===== src/rtl/core/aaba_pkg.sv =====
// Shared types and constants for the backward-acceptance unit of an
// alternating automaton. Used by the top level and the checker.
// No dependencies.
`default_nettype none

package aaba_pkg;

    localparam int NUM_STATES      = 16;
    localparam int MAX_TRANS_DEF   = 64;

    localparam int CMD_W    = 2;
    localparam int STATE_W  = 4;
    localparam int LETTER_W = 8;
    localparam int MASK_W   = 16;
    localparam int STATUS_W = 2;
    localparam int ADDR_W   = 3;
    localparam int DATA_W   = 32;

    // States at or above NUM_STATES never show up in any set.
    localparam logic [MASK_W-1:0] STATE_MASK =
        (NUM_STATES >= MASK_W) ? {MASK_W{1'b1}} :
        MASK_W'((64'd1 << NUM_STATES) - 64'd1);

    typedef enum logic [CMD_W-1:0] {
        CMD_ADD   = 2'd0,
        CMD_START = 2'd1,
        CMD_STEP  = 2'd2,
        CMD_QUERY = 2'd3
    } t_cmd;

    typedef enum logic [STATUS_W-1:0] {
        STS_OK    = 2'd0,
        STS_EMPTY = 2'd1,
        STS_DUP   = 2'd2,
        STS_FULL  = 2'd3
    } t_status;

    // Register index, taken from bit 2 of the byte address.
    localparam logic REG_FINAL_MASK = 1'b0;

    typedef struct packed {
        logic [STATE_W-1:0]  src;
        logic [LETTER_W-1:0] lab;
        logic [MASK_W-1:0]   tgt;
    } t_entry;

    localparam int ENTRY_W = $bits(t_entry);

endpackage

`default_nettype wire


===== src/rtl/core/aaba_ram.sv =====
// Generic single-port-write, single-port-read RAM with a registered read.
// No dependencies.
`default_nettype none

module aaba_ram #(
    parameter int WIDTH  = 28,
    parameter int DEPTH  = 64,
    parameter int ADDR_W = (DEPTH > 1) ? $clog2(DEPTH) : 1
) (
    input  wire logic              i_clk,
    input  wire logic              i_we,
    input  wire logic [ADDR_W-1:0] i_waddr,
    input  wire logic [WIDTH-1:0]  i_wdata,
    input  wire logic              i_re,
    input  wire logic [ADDR_W-1:0] i_raddr,
    output logic      [WIDTH-1:0]  o_rdata
);

    logic [WIDTH-1:0] r_mem [DEPTH];

    always_ff @(posedge i_clk) begin
        if (i_we) begin
            r_mem[i_waddr] <= i_wdata;
        end
        if (i_re) begin
            o_rdata <= r_mem[i_raddr];
        end
    end

endmodule

`default_nettype wire


===== src/rtl/core/alternating_automaton_backward_accept_unit.sv =====
//  channel | direction | handshake          | payload
//  --------+-----------+--------------------+------------------------------------------
//  item    | in        | i_valid / o_stall  | i_cmd i_src_state i_letter i_target_mask
//          |           |                    | i_query_state
//  result  | out       | o_valid / i_stall  | o_status o_accepted o_state_set
//  config  | in        | APB (psel..pready) | final_mask at byte address 0
//
// Start, query and empty-mask add items go straight to the output stage. Add items
// with a non-empty mask and letter items scan the transition RAM, one entry per
// cycle through its single read port.
// A finished item waits in the output stage for as long as an earlier result is
// stalled.
// Reset is synchronous and active low; the table contents are not cleared, only
// the fill count, so no clearing pass is needed.
// A result waits in the output register while the next item is accepted; the
// unit stalls its input only while an item is in flight or reset is asserted.
//
// Depends on aaba_pkg and aaba_ram.
`default_nettype none

module alternating_automaton_backward_accept_unit #(
    parameter int MAX_TRANS = aaba_pkg::MAX_TRANS_DEF
) (
    input  wire logic                          i_clk,
    input  wire logic                          i_rst_n,
    // item channel
    input  wire logic                          i_valid,
    output logic                               o_stall,
    input  wire logic [aaba_pkg::CMD_W-1:0]    i_cmd,
    input  wire logic [aaba_pkg::STATE_W-1:0]  i_src_state,
    input  wire logic [aaba_pkg::LETTER_W-1:0] i_letter,
    input  wire logic [aaba_pkg::MASK_W-1:0]   i_target_mask,
    input  wire logic [aaba_pkg::STATE_W-1:0]  i_query_state,
    // result channel
    output logic                               o_valid,
    input  wire logic                          i_stall,
    output logic [aaba_pkg::STATUS_W-1:0]      o_status,
    output logic                               o_accepted,
    output logic [aaba_pkg::MASK_W-1:0]        o_state_set,
    // configuration port
    input  wire logic                          psel,
    input  wire logic                          penable,
    input  wire logic                          pwrite,
    input  wire logic [aaba_pkg::ADDR_W-1:0]   paddr,
    input  wire logic [aaba_pkg::DATA_W-1:0]   pwdata,
    output logic [aaba_pkg::DATA_W-1:0]        prdata,
    output logic                               pready
);
    import aaba_pkg::*;

    localparam int AW = (MAX_TRANS > 1) ? $clog2(MAX_TRANS) : 1;
    localparam int CW = $clog2(MAX_TRANS + 1);

    typedef enum logic [1:0] {
        S_IDLE,
        S_SCAN,
        S_OUT
    } t_state;

    t_state              r_state;
    t_cmd                r_cmd;
    t_entry              r_item;
    logic [CW-1:0]       r_count;
    logic [CW-1:0]       r_idx;
    logic                r_cmp_vld;
    logic                r_dup;
    logic [MASK_W-1:0]   r_acc;
    logic [MASK_W-1:0]   r_set;
    logic [MASK_W-1:0]   r_final_mask;
    t_status             r_res_status;
    logic                r_res_accepted;
    logic                r_out_valid;
    t_status             r_out_status;
    logic                r_out_accepted;
    logic [MASK_W-1:0]   r_out_set;

    logic                in_accept;
    logic                cfg_write;
    logic                rd_issue;
    logic                scan_done;
    logic                out_free;
    logic                ram_we;
    logic [ENTRY_W-1:0]  ram_rdata;
    t_entry              rd_entry;
    logic [MASK_W-1:0]   tgt_masked;
    logic                hit_dup;
    logic                hit_step;

    assign pready    = 1'b1;
    assign prdata    = (paddr[2] == REG_FINAL_MASK) ? DATA_W'(r_final_mask) : '0;
    assign cfg_write = psel & penable & pwrite & pready;

    assign o_stall     = (r_state != S_IDLE) | ~i_rst_n;
    assign in_accept   = i_valid & ~o_stall;
    assign o_valid     = r_out_valid;
    assign o_status    = r_out_status;
    assign o_accepted  = r_out_accepted;
    assign o_state_set = r_out_set;
    assign out_free    = ~r_out_valid | ~i_stall;

    assign tgt_masked = i_target_mask & STATE_MASK;

    // The table is only written at the end of a scan, after its last read has
    // returned, so reads and writes to the same entry never overlap.
    assign rd_issue  = (r_state == S_SCAN) && (r_idx < r_count);
    assign scan_done = (r_state == S_SCAN) && !rd_issue && !r_cmp_vld;
    assign ram_we    = scan_done && (r_cmd == CMD_ADD) && !r_dup &&
                       (r_count < CW'(MAX_TRANS));

    assign rd_entry = t_entry'(ram_rdata);
    assign hit_dup  = r_cmp_vld && (rd_entry == r_item);
    assign hit_step = r_cmp_vld && (rd_entry.lab == r_item.lab) &&
                      ((rd_entry.tgt & ~r_set) == '0);

    aaba_ram #(
        .WIDTH (ENTRY_W),
        .DEPTH (MAX_TRANS),
        .ADDR_W(AW)
    ) u_table (
        .i_clk  (i_clk),
        .i_we   (ram_we),
        .i_waddr(r_count[AW-1:0]),
        .i_wdata(r_item),
        .i_re   (rd_issue),
        .i_raddr(r_idx[AW-1:0]),
        .o_rdata(ram_rdata)
    );

    always_ff @(posedge i_clk) begin
        if (!i_rst_n) begin
            r_state      <= S_IDLE;
            r_count      <= '0;
            r_set        <= '0;
            r_final_mask <= '0;
            r_out_valid  <= 1'b0;
            r_idx        <= '0;
            r_cmp_vld    <= 1'b0;
        end else begin
            if (cfg_write && paddr[2] == REG_FINAL_MASK) begin
                r_final_mask <= pwdata[MASK_W-1:0];
            end

            if (r_state == S_OUT && out_free) begin
                r_out_valid <= 1'b1;
            end else if (!i_stall) begin
                r_out_valid <= 1'b0;
            end

            case (r_state)
                S_IDLE: begin
                    if (in_accept) begin
                        r_cmd          <= t_cmd'(i_cmd);
                        r_item         <= '{src: i_src_state, lab: i_letter,
                                            tgt: tgt_masked};
                        r_res_status   <= (t_cmd'(i_cmd) == CMD_ADD && tgt_masked == '0) ?
                                          STS_EMPTY : STS_OK;
                        r_res_accepted <= (t_cmd'(i_cmd) == CMD_QUERY) &&
                                          r_set[i_query_state];
                        r_idx          <= '0;
                        r_cmp_vld      <= 1'b0;
                        r_dup          <= 1'b0;
                        r_acc          <= '0;
                        case (t_cmd'(i_cmd))
                            CMD_ADD: begin
                                if (tgt_masked == '0) begin
                                    r_state <= S_OUT;
                                end else begin
                                    r_state <= S_SCAN;
                                end
                            end
                            CMD_START: begin
                                r_set   <= r_final_mask & STATE_MASK;
                                r_state <= S_OUT;
                            end
                            CMD_STEP: begin
                                r_state <= S_SCAN;
                            end
                            default: begin
                                r_state <= S_OUT;
                            end
                        endcase
                    end
                end
                S_SCAN: begin
                    r_cmp_vld <= rd_issue;
                    if (rd_issue) begin
                        r_idx <= r_idx + CW'(1);
                    end
                    if (hit_dup) begin
                        r_dup <= 1'b1;
                    end
                    if (hit_step) begin
                        r_acc <= r_acc | (MASK_W'(1) << rd_entry.src);
                    end
                    if (scan_done) begin
                        if (r_cmd == CMD_ADD) begin
                            if (r_dup) begin
                                r_res_status <= STS_DUP;
                            end else if (r_count >= CW'(MAX_TRANS)) begin
                                r_res_status <= STS_FULL;
                            end else begin
                                r_count <= r_count + CW'(1);
                            end
                        end else begin
                            r_set <= r_acc & STATE_MASK;
                        end
                        r_state <= S_OUT;
                    end
                end
                S_OUT: begin
                    if (out_free) begin
                        r_out_status   <= r_res_status;
                        r_out_accepted <= r_res_accepted;
                        r_out_set      <= r_set;
                        r_state        <= S_IDLE;
                    end
                end
                default: begin
                    r_state <= S_IDLE;
                end
            endcase
        end
    end

endmodule

`default_nettype wire


===== config.mk =====
export PLATFORM = sky130hd
export DESIGN_NAME = alternating_automaton_backward_accept_unit
export DESIGN_NICKNAME = d
export VERILOG_FILES = /design/src/rtl/core/aaba_pkg.sv /design/src/rtl/core/aaba_ram.sv /design/src/rtl/core/alternating_automaton_backward_accept_unit.sv
export SDC_FILE = /design/constraint.sdc
export NUM_CORES = 2
export LEC_CHECK = 0
export ABC_AREA = 1
export ABC_CLOCK_PERIOD_IN_PS = 11300
export BUFFER_PORTS_ARGS = -buffer_cell sky130_fd_sc_hd__buf_4
export CAP_MARGIN = 20
export CORE_MARGIN = 2
export CORE_UTILIZATION = 65
export CTS_CLUSTER_DIAMETER = 120
export DETAILED_ROUTE_END_ITERATION = 6
export PLACE_DENSITY_LB_ADDON = 0.12
export SKIP_LAST_GASP = 1
export SYNTH_ARGS = -nofsm -noshare
export SYNTH_HDL_FRONTEND = slang
export SYNTH_SLANG_ARGS = --single-unit

===== constraint.sdc =====
create_clock -name i_clk -period 11.3 [get_ports i_clk]
set_input_delay 1.695 -clock i_clk [delete_from_list [all_inputs] [get_ports i_clk]]
set_output_delay 1.695 -clock i_clk [all_outputs]
set_load 0.01 [all_outputs]

==> impl_results.md <==
- Post-synthesis sequential area ratio: 0.7213
- Max_cap viols: 0
- Final hold viol count: 0
- Layout area overhead: 10.27%
- Largest delay share family, worst path: buffers and inverters
- DRC: 0
- Flops & latches, synth: between 1500 and 2000
- Avg Synthesized Cell Area: 11.28 um^2
- RSZ-0062 raised after global routing: false
- Fin crit share: 0.4331
- WS Path Type: reg -> reg
- Clk sinks: ~1900
- CP Capture Type: flop
- Drt first-iter violations: 7993
- Fill cells: 8064
- Clock latency on the worst-skew pair: about 830 ps
- Placed Area: 82010 um^2
- Final wirelength: 214.7 mm
- Synth Instances: 7095
- Most common cell after layout, fill and taps aside: nand2_1
- Synth area leader: edfxtp_1
- Worst path cell trace: buf_12 -> buf_12 -> buf_4 -> nor2_1 -> nor2_1 -> o21ai_0 -> nand3_1 -> nand3_1 -> nand2_1 -> nand3_1 -> nand2_1
- Synth area leaders: edfxtp_1 (71%), nand2_1 (10%), nor2_1 (4.2%)
- Total power: approximately 18000 uW
- # port buffers: 94
- Commonest non-fill, non-tap cells in the layout: nand2_1 (2157), edfxtp_1 (1889), nor2_1 (889), o21ai_0 (521), nand3_1 (492)
- DR WL/cell: 24.12 um
- Final instance area: approximately 88000 um^2
- Vias: 53570
- First-pass GRT wire length: 312.5 mm
- FMAX: just over 0.2 GHz
- Grt total ovfl: 0
- Buf+Inv Stages, Crit Path: 3
- Die width: around 350 um
- Worst Skew: 34.80 ps
- Final setup fails: 0
- Yosys warnings: 0
- CTS tree: done
- Worst-path clk slew: 60 ps
- Ys async rst share: 0
- Remaining antenna violation count: 0
- Largest net degree at the start of global routing: roughly 210
- Worst path slowest cell: buf_4
- Startpoint types: flop
- Worst EP required: 11970 ps
- CTS root buf: clkbuf_16
- Pre-CTS setup slack: 6717 ps
- Tmin final: 4894 ps
- Max stage delay on crit path: 880 ps
- Total Nets Final: around 7200
- Worst EP arrival: 5560 ps
- CP Max Fanout: 177
- Leakage power: roughly 0.032 uW
- GRT Total Usage: 0.3388
- First-pass DRT Iterations: 6
- CTS Hold Buffers Added: 0
- Total CTS buffers: 190
- GP Congestion: 0.8976
- Post-synthesis cell type count: 39
- Post_cts resized: 0
- Max-slew violation count: 0
- Syn Std Cell Area: 80030 um^2
- Die span in y: 354.9 um
- Critical path's most frequent cell: nand3_1
- Clock Tree Buf Depth: 3
- Core area: about 120000 um^2
- Main synth FF type: edfxtp_1
- Cell Rows: 128
- Die area: around 130000 um^2
- Top-area cell type share of the netlist area: 0.7088
- Worst Tran Pin Value: 1157 ps
- Setup WS post-layout: around 6400 ps
- Post CTS Setup Buffer Count: 0
- Max transition margin: 0.2288
- HP Class: reg -> reg
- Power Density: 200.4 nW/um^2
- Vias per cell: 6.016
- EDFF count, synth: roughly 1900
- Share of cells above drive strength 1: 0.08602
- Hpwl dp: around 110 mm
- Number of global-route vias before repair: 49650
- Status: finished, final reports clean
- Max H-tree Level: 4
- Max IR drop VDD: 0.2917 mV
- Setup TNS: 0 ps
- # IOs: between 100 and 150
- Antenna violations before repair: 5
- Initial Utilization: 0.6558
-- metal layers --
metal  wire [um]  vias to the layer above  track usage  share of wire
met2       96370                     3247       0.5075           0.45
met3       25160                      416      0.06200           0.12
met4        9821                        6       0.1546          0.046
met1       83280                    25650       0.4917           0.39
li1            -                    24260            -              -
met5         103                        -            0        0.00048
-- logic make-up after synthesis --
family,Yosys count,synth area share
buf+inv,664,0.04038
other cells,2,0.00009384
compound gates,803,0.05177
simple gates,3653,0.1823
fa+ha+maj,8,0.001251
flops,1939,0.7213
xor+xnor,26,0.002846
-- final timing paths --
| kind | cells past startpoint | from | slack, ps | endpoint |
|---|---|---|---|---|
| min | 0 | r_res_status[1]$_SDFFCE_PN0P_ | 420 | o_status[1]$_DFFE_PP_ |
| max | 11 | r_idx[0]$_SDFFE_PN0P_ | 6410 | u_table.o_rdata[26]$_DFFE_PP_ |
| max reg2reg | 11 | r_idx[0]$_SDFFE_PN0P_ | 6410 | u_table.o_rdata[26]$_DFFE_PP_ |
| min reg2reg | 0 | r_res_status[1]$_SDFFCE_PN0P_ | 420 | o_status[1]$_DFFE_PP_ |
-- where the power goes --
part | internal [uW] | switching (uW) | leakage (uW) | total [uW]
sequential | 8180 | 100 | 0.0174 | 8280
clock | 3630 | 2640 | 0.00302 | 6270
combinational | 772 | 2360 | 0.0119 | 3130
total | 12600 | 5100 | 0.0324 | 17700
-- Yosys cell counts (2+ instances only) --
cell type	instances
o211ai_1	45
inv_1	215
conb_1	2
a21oi_1	114
xor2_1	21
o21ai_1	115
nor3_1	50
edfxtp_1	1889
clkinv_1	9
nand2_4	3
nor2_2	14
nand2_2	3
nand3_4	2
buf_6	31
buf_2	122
or2_2	6
inv_6	3
o22ai_1	7
nand3_2	4
o21ai_0	521
clkbuf_1	119
nand4_1	8
buf_1	57
ha_1	8
nand3b_1	2
nand2_1	2157
xnor2_1	5
dfxtp_1	50
nor2_1	905
inv_2	21
buf_4	86
nand3_1	492
nor3b_1	2
nor3_2	2
-- area by class of cell --
class	instances	area, um^2	area share
well taps	1625	2033	0.02304
repair buffers	232	1869	0.02118
clock buffers	233	5065	0.05739
inverters	248	982.2	0.01113
flip-flops and latches	1939	57740	0.6543
diodes	2	5.005	0.00005671
clock inverters	118	1097	0.01243
multi-input cells	4507	19460	0.2205
-- metrics by stage --
stage,std cells,hold slack (ps),util
final,8904,424.7,0.7231
after global routing,8902,438.0,0.7231
after CTS,8899,423.0,0.7225
after detailed placement,8548,409.8,0.6720
after global placement,8548,406.0,0.6720
after floorplan,7110,400.3,-
-- registers in the layout, indices dropped and copies added, names as in the netlist, 7 cells and up --
register / count
r_item: 28
r_idx: 7
r_count: 7
r_set: 16
r_final_mask: 16
u_table.r_mem: 1792
u_table.o_rdata: 28
r_acc: 16
o_state_set: 16
Power figures use the tool's default switching activity.
